`config.mk`:
```
export PLATFORM = sky130hd
export DESIGN_NAME = midpoint_line_rasterizer_top
export DESIGN_NICKNAME = d
export VERILOG_FILES = /design/src/hdl/mlr_pkg.sv /design/src/hdl/midpoint_line_rasterizer_top.sv
export SDC_FILE = /design/constraint.sdc
export NUM_CORES = 1
export LEC_CHECK = 0
export ABC_AREA = 0
export BUFFER_PORTS_ARGS = -buffer_cell sky130_fd_sc_hd__buf_2
export CORE_MARGIN = 2
export CORE_UTILIZATION = 45
export CTS_BUF_LIST = sky130_fd_sc_hd__clkbuf_8
export DETAILED_ROUTE_END_ITERATION = 10
export PLACE_DENSITY = 0.59
export SLEW_MARGIN = 20
export SYNTH_ARGS = -nofsm -noshare
export SYNTH_HDL_FRONTEND = slang
export SYNTH_SLANG_ARGS = --single-unit
```
`constraint.sdc`:
```
create_clock -name clk_i -period 10.94 [get_ports clk_i]
set_clock_uncertainty 0.15 [all_clocks]
set_input_delay 1.094 -clock clk_i [delete_from_list [all_inputs] [get_ports clk_i]]
set_output_delay 1.094 -clock clk_i [all_outputs]
set_load 0.05 [all_outputs]
```
`src/hdl/mlr_pkg.sv`:
```
// ----------------------------------------------------------------------------
// mlr_pkg
// Shared types and constants of the midpoint line rasterizer.
// ----------------------------------------------------------------------------
package mlr_pkg;

  localparam int unsigned COORD_BITS  = 10;
  localparam int unsigned DELTA_BITS  = COORD_BITS + 1;
  localparam int unsigned DEC_BITS    = COORD_BITS + 3;
  localparam int unsigned IN_TDATA_W  = ((4 * COORD_BITS + 7) / 8) * 8;
  localparam int unsigned OUT_TDATA_W = ((2 * COORD_BITS + 2 + 7) / 8) * 8;

  typedef logic [COORD_BITS-1:0]        coord_t;
  typedef logic signed [DELTA_BITS-1:0] delta_t;
  typedef logic signed [DEC_BITS-1:0]   dec_t;

  typedef enum logic {
    REQ_LOAD = 1'b0,
    REQ_STEP = 1'b1
  } req_e;

  // octant minus one
  typedef enum logic [2:0] {
    OCT1 = 3'd0,
    OCT2 = 3'd1,
    OCT3 = 3'd2,
    OCT4 = 3'd3,
    OCT5 = 3'd4,
    OCT6 = 3'd5,
    OCT7 = 3'd6,
    OCT8 = 3'd7
  } oct_e;

  function automatic logic x_is_major(oct_e oct);
    return oct inside {OCT1, OCT4, OCT5, OCT8};
  endfunction

endpackage

```
`src/hdl/midpoint_line_rasterizer_top.sv`:
```
// ----------------------------------------------------------------------------
// midpoint_line_rasterizer_top
// Eight-octant midpoint line rasterizer, one pixel per step transfer while a line is in progress.
// ----------------------------------------------------------------------------
// Input stream: tuser selects the request. A load transfer (tuser = 0)
// latches both endpoints from tdata, picks the octant and gives no pixel.
// A step transfer (tuser = 1) gives one pixel of the current line, walking
// from the first endpoint to the second; the final pixel carries tlast and
// the rasterizer goes idle. A step while idle gives nothing. A load while
// a line is in progress drops that line.
// Output stream: one pixel per transfer, x, y and the quadrant color code.
// The output is registered: the pixel appears on the output in the cycle after
// its step transfer. Throughput: one transfer per cycle unless the receiver
// stalls; each pixel is one add and compare on the registered line state.
// The single output register frees in the cycle the receiver takes it, so
// s_axis_tready_o is high whenever the output is empty or being taken; a
// stalled receiver holds the pixel and stops the input.
// Reset: returns to idle with the output empty; no line is loaded.
// ----------------------------------------------------------------------------
module midpoint_line_rasterizer_top (
  input  logic                               clk_i,
  input  logic                               rst_ni,
  input  logic                               s_axis_tvalid_i,
  output logic                               s_axis_tready_o,
  // start_x, start_y, end_x, end_y
  input  logic [mlr_pkg::IN_TDATA_W-1:0]     s_axis_tdata_i,
  // req_type
  input  logic                               s_axis_tuser_i,
  output logic                               m_axis_tvalid_o,
  input  logic                               m_axis_tready_i,
  // pixel_x, pixel_y, quadrant_color, zero pad
  output logic [mlr_pkg::OUT_TDATA_W-1:0]    m_axis_tdata_o,
  // last_pixel
  output logic                               m_axis_tlast_o
);
  import mlr_pkg::*;

  coord_t cur_x_q, cur_x_d;
  coord_t cur_y_q, cur_y_d;
  dec_t   dec_q, dec_d;
  delta_t dx_q, dy_q;
  coord_t stop_q;
  oct_e   oct_q;
  logic   busy_q, busy_d;

  logic   out_valid_q, out_valid_d;
  coord_t out_x_q, out_y_q;
  logic [1:0] out_color_q;
  logic   out_last_q;

  logic   s_xfer, is_load, is_step, pix_en;
  coord_t ld_sx, ld_sy, ld_ex, ld_ey;
  delta_t ld_dx, ld_dy;
  logic signed [DELTA_BITS:0] ld_sum;
  oct_e   ld_oct;
  dec_t   dxe, dye;
  logic   last;

  assign s_axis_tready_o = ~out_valid_q | m_axis_tready_i;
  assign s_xfer  = s_axis_tvalid_i & s_axis_tready_o;
  assign is_load = s_xfer & (s_axis_tuser_i == REQ_LOAD);
  assign is_step = s_xfer & (s_axis_tuser_i == REQ_STEP);
  assign pix_en  = is_step & busy_q;

  assign ld_sx = s_axis_tdata_i[0*COORD_BITS +: COORD_BITS];
  assign ld_sy = s_axis_tdata_i[1*COORD_BITS +: COORD_BITS];
  assign ld_ex = s_axis_tdata_i[2*COORD_BITS +: COORD_BITS];
  assign ld_ey = s_axis_tdata_i[3*COORD_BITS +: COORD_BITS];
  assign ld_dx = $signed({1'b0, ld_ex}) - $signed({1'b0, ld_sx});
  assign ld_dy = $signed({1'b0, ld_ey}) - $signed({1'b0, ld_sy});
  assign ld_sum = $signed({ld_dx[DELTA_BITS-1], ld_dx})
                + $signed({ld_dy[DELTA_BITS-1], ld_dy});

  always_comb begin
    if (!ld_dy[DELTA_BITS-1] && !ld_dx[DELTA_BITS-1]) begin
      ld_oct = (ld_dx > ld_dy) ? OCT8 : OCT7;
    end else if (!ld_dy[DELTA_BITS-1]) begin
      ld_oct = (ld_sum > 0) ? OCT6 : OCT5;
    end else if (ld_dx <= 0) begin
      ld_oct = (ld_dx < ld_dy) ? OCT4 : OCT3;
    end else begin
      ld_oct = (ld_sum < 0) ? OCT2 : OCT1;
    end
  end

  assign dxe  = DEC_BITS'(dx_q);
  assign dye  = DEC_BITS'(dy_q);
  assign last = x_is_major(oct_q) ? (cur_x_q == stop_q) : (cur_y_q == stop_q);

  always_comb begin
    cur_x_d = cur_x_q;
    cur_y_d = cur_y_q;
    dec_d   = dec_q;
    case (oct_q)
      OCT1: begin
        if (dec_q > 0) begin
          dec_d = dec_q - dye - dxe; cur_y_d = cur_y_q - 1'b1;
        end else begin
          dec_d = dec_q - dye;
        end
        cur_x_d = cur_x_q + 1'b1;
      end
      OCT2: begin
        if (dec_q > 0) begin
          dec_d = dec_q + dxe + dye; cur_x_d = cur_x_q + 1'b1;
        end else begin
          dec_d = dec_q + dxe;
        end
        cur_y_d = cur_y_q - 1'b1;
      end
      OCT3: begin
        if (dec_q < 0) begin
          dec_d = dec_q + dxe - dye; cur_x_d = cur_x_q - 1'b1;
        end else begin
          dec_d = dec_q + dxe;
        end
        cur_y_d = cur_y_q - 1'b1;
      end
      OCT4: begin
        if (dec_q < 0) begin
          dec_d = dec_q + dye - dxe; cur_y_d = cur_y_q - 1'b1;
        end else begin
          dec_d = dec_q + dye;
        end
        cur_x_d = cur_x_q - 1'b1;
      end
      OCT5: begin
        if (dec_q < 0) begin
          dec_d = dec_q - dxe - dye; cur_y_d = cur_y_q + 1'b1;
        end else begin
          dec_d = dec_q - dye;
        end
        cur_x_d = cur_x_q - 1'b1;
      end
      OCT6: begin
        if (dec_q < 0) begin
          dec_d = dec_q + dxe + dye; cur_x_d = cur_x_q - 1'b1;
        end else begin
          dec_d = dec_q + dxe;
        end
        cur_y_d = cur_y_q + 1'b1;
      end
      OCT7: begin
        if (dec_q > 0) begin
          dec_d = dec_q + dxe - dye; cur_x_d = cur_x_q + 1'b1;
        end else begin
          dec_d = dec_q + dxe;
        end
        cur_y_d = cur_y_q + 1'b1;
      end
      default: begin
        if (dec_q > 0) begin
          dec_d = dec_q + dye - dxe; cur_y_d = cur_y_q + 1'b1;
        end else begin
          dec_d = dec_q + dye;
        end
        cur_x_d = cur_x_q + 1'b1;
      end
    endcase
  end

  always_comb begin
    busy_d = busy_q;
    if (is_load) begin
      busy_d = 1'b1;
    end else if (pix_en && last) begin
      busy_d = 1'b0;
    end
    out_valid_d = out_valid_q;
    if (s_xfer) begin
      out_valid_d = pix_en;
    end else if (m_axis_tready_i) begin
      out_valid_d = 1'b0;
    end
  end

  always_ff @(posedge clk_i or negedge rst_ni) begin
    if (!rst_ni) begin
      busy_q      <= 1'b0;
      out_valid_q <= 1'b0;
    end else begin
      busy_q      <= busy_d;
      out_valid_q <= out_valid_d;
    end
  end

  always_ff @(posedge clk_i) begin
    if (is_load) begin
      cur_x_q <= ld_sx;
      cur_y_q <= ld_sy;
      dec_q   <= '0;
      dx_q    <= ld_dx;
      dy_q    <= ld_dy;
      oct_q   <= ld_oct;
      stop_q  <= x_is_major(ld_oct) ? ld_ex : ld_ey;
    end else if (pix_en) begin
      cur_x_q <= cur_x_d;
      cur_y_q <= cur_y_d;
      dec_q   <= dec_d;
    end
    if (pix_en) begin
      out_x_q     <= cur_x_q;
      out_y_q     <= cur_y_q;
      out_color_q <= ~oct_q[2:1];
      out_last_q  <= last;
    end
  end

  assign m_axis_tvalid_o = out_valid_q;
  assign m_axis_tdata_o  = OUT_TDATA_W'({out_color_q, out_y_q, out_x_q});
  assign m_axis_tlast_o  = out_last_q;

endmodule

```
# [Word level (Yosys, flattened, before mapping)]
# Cells that the tools add are included.
[word_totals] ff_bits=93 word_cells=114 out_inout_bits=27
[op_classes] reduce_logical=19 n_eq_ne=17 add_sub_neg=16 magnitude_cmp=7 mux=34 bitwise_logic=8
[ops] cell="10-bit 2-to-1 mux" count=11
[ops] cell="13-bit 2-to-1 mux" count=8
[ops] cell="13-bit one-hot mux with 7 select lines" count=1
[ops] cell="13-bit by 11-bit subtractor with 13-bit output" count=6
[ops] cell="10-bit one-hot mux with 5 select lines" count=1
[ops] cell="13-bit by 11-bit adder with 13-bit output" count=3
[ops] cell="10-bit one-hot mux with 3 select lines" count=1
[ops] cell="10-bit by 10-bit subtractor with 11-bit output" count=2
[ops] cell="10-bit by 1-bit adder with 10-bit output (second input constant)" count=2
[ops] cell="10-bit equality test" count=2
[ops] cell="10-bit by 1-bit subtractor with 10-bit output (second input constant)" count=2
[ops] cell="3-bit equality test (second input constant)" count=6
[ops] cell="13-bit by 1-bit > comparator with 1-bit output (second input constant)" count=1
[ops] cell="13-bit by 1-bit < comparator with 1-bit output (second input constant)" count=1
[ops] cell="11-bit by 11-bit adder with 12-bit output" count=1
[ops] cell="12-bit by 1-bit > comparator with 1-bit output (second input constant)" count=1
[ops] cell="12-bit by 1-bit < comparator with 1-bit output (second input constant)" count=1
[ops] cell="11-bit > comparator" count=1
[ops] cell="11-bit by 1-bit less-or-equal comparator with 1-bit output (second input constant)" count=1
[ops] cell="11-bit < comparator" count=1
[ops] cell="2-bit OR reduction" count=5
[ops] cell="3-bit by 2-bit equality test with 1-bit output (second input constant)" count=3
[ops] cell="1-bit 2-to-1 mux" count=9
[ops] cell="3-bit by 2-bit != test with 1-bit output (second input constant)" count=3
[ops] cell="16 further kinds" count=28

# [Longest topological paths before layout]
# Gate-level depths: netlist of run 1.
[depth] word_depth=10 mapped_depth=22 depth_no_buf=22

# [Worst setup path before layout of run 1]
# OpenSTA, ideal clock, no wires.
[synth_path] path_kind="input to register" start="input port s_axis_tdata_i[11] (netlist bit)" end="register stop_q[9], data pin" arrival_ps=5556 stages=21 slack_ps=4973 required_time_ps=10529 cell_sequence="inv_1 ha_1 nor2b_1 o21ai_0 a21boi_0 o21ai_0 nand2b_1 a21o_1 a21o_1 a21o_1 a21o_1 xnor2_1 ha_1 a2111oi_0 nand4_1 or4_1 o311ai_0 nand2b_1 mux2i_1 o2bb2ai_1 a221o_1"
[synth_via] elab_chain_cells=10 elab_cells_between_ends=21 classes_between="2 x add/sub; 4 x order compare; 3 x eq/ne; 8 x mux; 4 x reduce/logical"
[synth_lines] element="start, declared" line="midpoint_line_rasterizer_top.sv:26" rtl="input logic [mlr_pkg::IN_TDATA_W-1:0] s_axis_tdata_i,"
[synth_lines] element="10-bit by 10-bit subtractor with 11-bit output (*)" line="midpoint_line_rasterizer_top.sv:70" rtl="assign ld_dy = $signed({1'b0, ld_ey}) - $signed({1'b0, ld_sy});"
[synth_lines] element="11-bit by 11-bit adder with 12-bit output" line="midpoint_line_rasterizer_top.sv:72" rtl="+ $signed({ld_dy[DELTA_BITS-1], ld_dy});"
[synth_lines] element="12-bit by 1-bit < comparator with 1-bit output" line="midpoint_line_rasterizer_top.sv:82" rtl="ld_oct = (ld_sum < 0) ? OCT2 : OCT1;"
[synth_lines] element="1-bit 2-to-1 mux" line="midpoint_line_rasterizer_top.sv:82"
[synth_lines] element="2-bit 2-to-1 mux" line="midpoint_line_rasterizer_top.sv:79" rtl="end else if (ld_dx <= 0) begin"
[synth_lines] element="3-bit 2-to-1 mux" line="midpoint_line_rasterizer_top.sv:77" rtl="end else if (!ld_dy[DELTA_BITS-1]) begin"
[synth_lines] element="3-bit 2-to-1 mux (*)" line="midpoint_line_rasterizer_top.sv:75" rtl="if (!ld_dy[DELTA_BITS-1] && !ld_dx[DELTA_BITS-1]) begin"
[synth_lines] element="3-bit by 2-bit equality test with 1-bit output, or another cell as far along" line="mlr_pkg.sv:35" rtl="return oct inside {OCT1, OCT4, OCT5, OCT8};"
[synth_lines] element="4-bit nonzero test (*)" line="mlr_pkg.sv:35"
[synth_lines] element="10-bit 2-to-1 mux (*)" line="midpoint_line_rasterizer_top.sv:195" rtl="stop_q <= x_is_major(ld_oct) ? ld_ex : ld_ey;"
[synth_lines] element="end signal, assigned" line="midpoint_line_rasterizer_top.sv:195"
[synth_lines] element="end, declared" line="midpoint_line_rasterizer_top.sv:42" rtl="coord_t stop_q;"
# Every way passes the cells marked *; elsewhere a longest branch is shown, timed or not.
# A chain may end at the register's enable or synchronous reset.

# [Worst setup path in the final report of run 1]
[layout_path] start="input port s_axis_tdata_i[11] (netlist bit)" end="register stop_q[4], data pin"
# Same word-level chain as after synthesis.

==> results.md, run 1 <==
* Crit path DAT at 6.44 ns
* Post-Syn Area at 0.0117 mm^2
* Slew Limit Fails at 0
* Inserted Diodes at 0
* R2r endpoint: dec_q[10]$_SDFFE_PP0P_
* Core ar. at 0.0258 mm^2
* R2R Setup Slk at 6.01 ns
* CTS max path bufs at 2
* Worst skew pair latency at 0.40 ns
* Post-CTS Resized at 0
* Largest net degree at the start of global routing at 43
* Die Ht at 166 um
* Post-CTS setup buffer count at 0
* DRC Markers at 0
* Hold Buf Count CTS at 0
* Maximum VDD drop at 0.155 mV
* Crit path kind: in2reg
* Tcrit/Tclk final at 0.589
* RD Place Congestion at 0.956
* Lkg Pwr at 5.46 nW
* Number of synthesized flops with an enable pin at 78
* PortBufs at 69
* Vias in the first global route at 10600
* Pwr Density at 299 mW/mm^2
* Die footprint at 0.0274 mm^2
* Sequential area share after synthesis at 0.226
* Worst reg-to-reg path cell count at 16
* Drt wl/cell at 21.9 um
* Critical Path Slowest Stage Cell: o311ai_0
* Area Growth Syn to Fin at 7.66%
* Routed met3 length at 2.47 mm
* Antenna viol nets, final at 0
* F_max at 0.155 GHz
* RSZ-0062 raised after global routing: false
* TritonCTS clock tree: done
* Minimum clock period at 6.45 ns
* Final worst slack at 4.49 ns
* Clock transition at the registers of the reported paths at 0.12 ns
* Vias per cell at 6.05
* Row count at 59
* Finished Core Util at 0.489
* Yosys warns at 0
* Worst hold slack at 0.301 ns
* CTS sink cnt at 93
* First-pass GRT wire length at 59.5 mm
* Highest routed layer: met4
* Ports at 72
* Initial Util at 0.454
* Final Hold Viols at 0
* Initial antenna violation count at 0
* Reg2Reg Launch Point: dec_q[1]$_SDFFE_PP0P_
* Die width at 166 um
* Hold WC Path Type: in2async
* Fraction of layout cells with a size suffix above 1 at 0.0813
* Crit start category: primary input
* Met1 Wirelength at 16.9 mm
* Post-Syn Area per Cell at 8.50 um^2
* Slew HR at 0.284
* Slew @ Worst Pin at 1.07 ns
* Total gr overflow at 0
* Routed WL at 38.8 mm
* Status: finished clean
* Most used cell, CP: a21o_1
* Most used DFF post-synth: edfxtp_1
* Worst Path Max Fanout at 10
* DP HPWL at 31.6 mm
* Initial DRT Pass Iterations at 5
* Place WS at 4.06 ns
* Yosys cell types at 76
* Seq cells post-synth at 93
* CTS H-tree depth at 3
* Critical Path RT at 10.93 ns
* Met2 wire len at 18.1 mm
* Setup-failing EPs final at 0
* Root buffer cell: clkbuf_8
* Final-stage net count at 1661
* Via count at 10700
* Max-cap viol count at 0
* Syn Inst Count at 1381
* First DRT Iteration DRCs at 929
* Total GRT Usage at 0.287
* Synth async-reset ratio at 0.0215
* TNS Setup at 0 ns
* Cts bufs inserted at 9
* CP Cell Sequence: buf_2 > inv_1 > ha_1 > nor2b_1 > o21ai_0 > a21boi_0 > o21ai_0 > nand2b_1 > a21o_1 > a21o_1 > a21o_1 > a21o_1 > xnor2_1 > ha_1 > a2111oi_0 > nand4_1 > or4_1 > o311ai_0 > nand2b_1 > mux2i_1 > o2bb2ai_1 > a221o_1
* Element type at the critical path end: register
* Crit-path max cell delay at 0.62 ns
metrics by stage:
step           area (um^2)  total power [mW]  instances
3_3_place_gp         12400              3.46       1758
6_report             12600              3.78       1774
5_1_grt              12600              4.12       1774
2_1_floorplan        11700              2.77       1382
4_1_cts              12600              3.74       1774
3_5_place_dp         12400              3.47       1758
cell families (layout without fill, tap and decap cells):
logic type               Yosys count  in the layout  share of synthesized area
AO/OA/AOI/OAI                    434            434                      0.249
XOR/XNOR                         137            137                      0.102
adder cells (fa/ha/maj)          182            182                      0.209
buffers and inverters            169            226                     0.0549
flip-flops                        93             93                      0.226
multiplexers                      27             27                     0.0232
other                              1              2                   0.000319
AND/OR/NAND/NOR                  338            338                      0.135
worst max-delay path: cells and delay by family:
family,cells,cell delay [ns]
adder cells (fa/ha/maj),2,0.63
buffers and inverters,2,0.27
XOR/XNOR,1,0.14
AO/OA/AOI/OAI,11,2.84
AND/OR/NAND/NOR,5,1.13
multiplexers,1,0.33
cell usage after synthesis (all sizes together), types with 5 or more instances:
cell type  count  area share
a2111oi        5      0.0038
a211oi        13      0.0083
a21o          27       0.017
a21oi        125       0.054
a221o         18       0.015
a221oi        14       0.011
a22o           5      0.0037
a22oi          8      0.0051
a31oi         15      0.0080
and2           7      0.0037
and3          10      0.0053
buf            9      0.0037
clkbuf        32       0.010
dfxtp         13       0.022
edfxtp        78        0.20
fa            24       0.041
ha           158        0.17
inv          127       0.041
mux2i         25       0.021
nand2         74       0.024
nand2b        21       0.011
nand3         21      0.0090
nor2         114       0.036
nor2b         19       0.010
nor3          35       0.015
nor4           9      0.0048
o2111ai        8      0.0060
o211ai         7      0.0049
o21a          16       0.010
o21ai         76       0.032
o21bai        17       0.011
o221ai         8      0.0060
o22ai         15      0.0080
o2bb2ai       11      0.0082
o31a           6      0.0045
o31ai          6      0.0038
or2            8      0.0043
or3           11      0.0059
xnor2         97       0.072
xor2          40       0.030
flip-flops by register name, indices dropped and copies added (netlist names):
register,cells
stop_q,10
m_axis_tvalid_o,1
dy_q,11
dx_q,11
oct_q,3
m_axis_tlast_o,1
out_y_q,10
cur_y_q,10
out_color_q,2
out_x_q,10
cur_x_q,10
dec_q,13
busy_q,1
routing by layer:
| metal | track usage | up-vias |
|---|---|---|
| li1 | - | 5150 |
| met1 | 0.383 | 5058 |
| met2 | 0.483 | 437 |
| met3 | 0.0292 | 81 |
| met4 | 0.101 | 0 |
| met5 | 0 | - |
worst max-delay path by stage:
stage,from,to,slack (ns),cells past startpoint
2_1_floorplan,s_axis_tdata_i[11],stop_q[9]$_DFFE_PP_,4.97,21
3_3_place_gp,s_axis_tdata_i[11],stop_q[6]$_DFFE_PP_,4.15,22
3_5_place_dp,s_axis_tdata_i[11],stop_q[2]$_DFFE_PP_,4.06,22
4_1_cts,s_axis_tdata_i[11],stop_q[4]$_DFFE_PP_,4.46,22
5_1_grt,s_axis_tdata_i[30],stop_q[7]$_DFFE_PP_,3.95,20
6_report,s_axis_tdata_i[11],stop_q[4]$_DFFE_PP_,4.49,22
area by class of cell:
type                    instances  area, um^2
flip-flops and latches         93        2650
fillers                      2552       13200
repair buffers                 82         443
clock buffers                   9         124
well taps                     335         419
clock inverters                 7        68.8
inverters                     128         480
multi-input cells            1120        8450
placed cells by master, fill, tap and decap left out, types with 10 or more instances in the layout:
cell type / Yosys / layout
ha_1: 158 / 158
inv_1: 127 / 126
a21oi_1: 124 / 124
nor2_1: 114 / 114
xnor2_1: 97 / 97
edfxtp_1: 78 / 78
nand2_1: 74 / 74
o21ai_0: 73 / 73
buf_2: 2 / 69
xor2_1: 40 / 40
nor3_1: 35 / 35
a21o_1: 27 / 27
mux2i_1: 25 / 25
fa_1: 24 / 24
nand2b_1: 21 / 21
nand3_1: 21 / 21
nor2b_1: 19 / 19
a221o_1: 18 / 18
o21bai_1: 17 / 17
o21a_1: 16 / 16
a31oi_1: 15 / 15
o22ai_1: 15 / 15
a221oi_1: 13 / 13
dfxtp_1: 13 / 13
buf_4: 2 / 13
a211oi_1: 13 / 12
or3_1: 11 / 11
o2bb2ai_1: 11 / 11
and3_1: 10 / 10
power by group:
group | internal (mW) | switching [mW] | total, mW
clock network | 0.0888 | 0.154 | 0.243
logic | 1.19 | 1.77 | 2.97
registers | 0.469 | 0.104 | 0.573
No activity file was read; power rests on OpenSTA's default activity.
==> run 2, diff against run 1 <==
Settings changed: PLACE_DENSITY 0.59 to 0.61.
Clock period 10.94 ns to 5.9 ns, I/O delays scaled along.
==> results.md, run 2 (same netlist as run 1, synthesis figures left out) <==
* Status: finished clean
* Maximum VDD drop at 0.314 mV (+100%)
* Worst hold slack at 0.340 ns (+0.0388 ns)
* RD Place Congestion at 0.940 (-1.7%)
* Final worst slack at 0.559 ns (-3.93 ns)
* F_max at 0.187 GHz
* Tcrit/Tclk final at 0.905
* Area Growth Syn to Fin at 8.89%
* Crit path kind: in2reg
* Reg2Reg Launch Point: dx_q[0]$_DFFE_PP_
* Drt wl/cell at 21.5 um (-1.7%)
* First-pass GRT wire length at 58.5 mm (-1.7%)
* Crit start category: primary input
* Place WS at 0.0815 ns (-3.97 ns)
* Clock transition at the registers of the reported paths at 0.12 ns (about the same)
* Vias per cell at 6.08 (+0.52%)
* R2R Setup Slk at 1.00 ns (-5.01 ns)
* Ports at 72 (unchanged)
* Worst skew pair latency at 0.39 ns (about the same)
* Hold WC Path Type: in2reg
* Top reg by flops: dec_q
* Pwr Density at 553 mW/mm^2 (+85%)
* Max-cap viol count at 0 (unchanged)
* Die footprint at 0.0274 mm^2 (unchanged)
* CTS max path bufs at 2 (unchanged)
* First DRT Iteration DRCs at 875 (-5.8%)
* Critical Path RT at 5.90 ns (-5.03 ns)
* Total GRT Usage at 0.283 (-0.00438)
* Psw at 3.78 mW (+87%)
* Clk pwr share at 0.065 (about the same)
* Final Hold Viols at 0 (unchanged)
* Most common cell after layout, fill and taps aside: ha_1
* Crit path DAT at 5.34 ns (-1.10 ns)
* CTS H-tree depth at 3 (unchanged)
* Largest register FFs at 13 (unchanged)
* Fillers at 2539 (-0.51%)
* TNS Setup at 0 ns (unchanged)
* Inserted Diodes at 0 (unchanged)
* Hold path startpoint: s_axis_tdata_i[8]
* Cts bufs inserted at 9 (unchanged)
* Commonest cells after routing, fill and taps aside: 158 x ha_1, 126 x inv_1, 124 x a21oi_1, 114 x nor2_1, 97 x xnor2_1
* Slew @ Worst Pin at 1.02 ns (-0.0500 ns)
* TritonCTS clock tree: done
* Vias in the first global route at 10300 (-2.7%)
* Initial DRT Pass Iterations at 6 (+1)
* Largest net degree at the start of global routing at 41 (-4.7%)
* DP HPWL at 31.5 mm (-0.14%)
* Sequential cell area at 0.00265 mm^2 (unchanged)
* Cells after DPL at 1775 (+0.97%)
* Antenna viol nets, final at 0 (unchanged)
* Total gr overflow at 0 (unchanged)
* Worst Path Max Fanout at 10 (unchanged)
* Non-filler cells in the finished layout at 1792 (+1.0%)
* Worst Setup SP: s_axis_tdata_i[11]
* Multi-input gate area at 0.00845 mm^2 (about the same)
* P_int at 3.28 mW (+87%)
* Routed WL at 38.5 mm (-0.67%)
* Element type at the critical path end: register
* Die width at 166 um (unchanged)
* Top Registers: dec_q (13), dx_q (11), dy_q (11)
* CTS sink cnt at 93 (unchanged)
* Initial antenna violation count at 0 (unchanged)
* Via count at 10900 (+1.5%)
* Final-stage net count at 1679 (+1.1%)
* PortBufs at 69 (unchanged)
* Hold Path Depth at 3
* Fraction of power consumed by sequential logic at 0.150 (about the same)
* DRC Markers at 0 (unchanged)
* Sw frac at 0.535 (-0.00106)
* RSZ-0062 raised after global routing: false
* Slew Limit Fails at 0 (unchanged)
* Comb pwr share at 0.785 (about the same)
* Lkg Pwr at 5.55 nW (+1.7%)
* Initial Util at 0.454 (unchanged)
* Worst reg-to-reg path cell count at 17 (+1)
* Fraction of layout cells with a size suffix above 1 at 0.0920 (+0.0107)
* Finished Core Util at 0.495 (+0.00557)
* Root buffer cell: clkbuf_8
* Core ar. at 0.0258 mm^2 (unchanged)
* Setup-failing EPs final at 0 (unchanged)
* Row count at 59 (unchanged)
* Die Ht at 166 um (unchanged)
* Minimum clock period at 5.34 ns
* Slew HR at 0.316 (+0.0321)
[run 2: final timing paths]
path | end
setup reg to reg | dec_q[10]$_SDFFE_PP0P_
min in group asynchronous | m_axis_tvalid_o$_DFFE_PN0P_
setup / recovery | stop_q[4]$_DFFE_PP_
max in group asynchronous | busy_q$_DFFE_PN0P_
hold reg to reg | busy_q$_DFFE_PN0P_
hold / removal | cur_x_q[8]$_DFFE_PP_
[run 2: worst max-delay path, stage by stage]
cell and delay [ns]:
buf_2 0.09, inv_1 0.06, ha_1 0.28, nor2b_1 0.12
o21ai_0 0.21, a21boi_0 0.14, o21ai_0 0.18, nand2b_1 0.10
a21o_1 0.19, a21o_1 0.18, a21o_1 0.17, a21o_1 0.23
xor2_1 0.16, ha_1 0.19, nor2b_1 0.13, a2111oi_1 0.39
nand4_1 0.13, or4_1 0.53, o311ai_1 0.27, buf_4 0.17
nand2b_1 0.15, mux2i_1 0.09, buf_4 0.18, o2bb2ai_1 0.13
a221o_1 0.26
[run 2: timing repair]
action / 4_1_cts / 5_1_grt
setup endpoints to repair: 0 / 10
hold endpoints to repair: 2 / 0
hold buffers: 1 / 0
setup buffers: 0 / 0
resized for setup: 0 / 2
[run 2: per-stage QoR]
step                cell area (um^2)  power, mW
floorplan                      11700       5.15
global placement               12600       6.42
detailed placement             12600       6.48
CTS                            12800       6.96
global route                   12800       7.67
finish                         12800       7.07
[run 2: layer usage]
| layer | GRT usage | routed length, um | vias up |
|---|---|---|---|
| met1 | 0.391 | 17000 | 5159 |
| met4 | 0.104 | 1360 | 0 |
| met5 | 0 | 0 | - |
| met2 | 0.459 | 17600 | 451 |
| met3 | 0.0265 | 2610 | 85 |
| li1 | - | - | 5196 |
[run 2: final cells by class]
class                   instances  share of cell area
repair buffers                100              0.0454
flip-flops and latches         93               0.208
clock inverters                 7             0.00578
clock buffers                   9             0.00969
well taps                     335              0.0328
multi-input cells            1120               0.661
inverters                     128              0.0376
[run 2: power groups by stage]
stage | Sequential, mW | Clock (mW) | Combinational, mW
finish | 1.06 | 0.457 | 5.55
global route | 1.07 | 0.487 | 6.11
CTS | 1.05 | 0.462 | 5.45
detailed placement | 1.07 | 0 | 5.41
global placement | 1.07 | 0 | 5.35
floorplan | 1.02 | 0 | 4.12
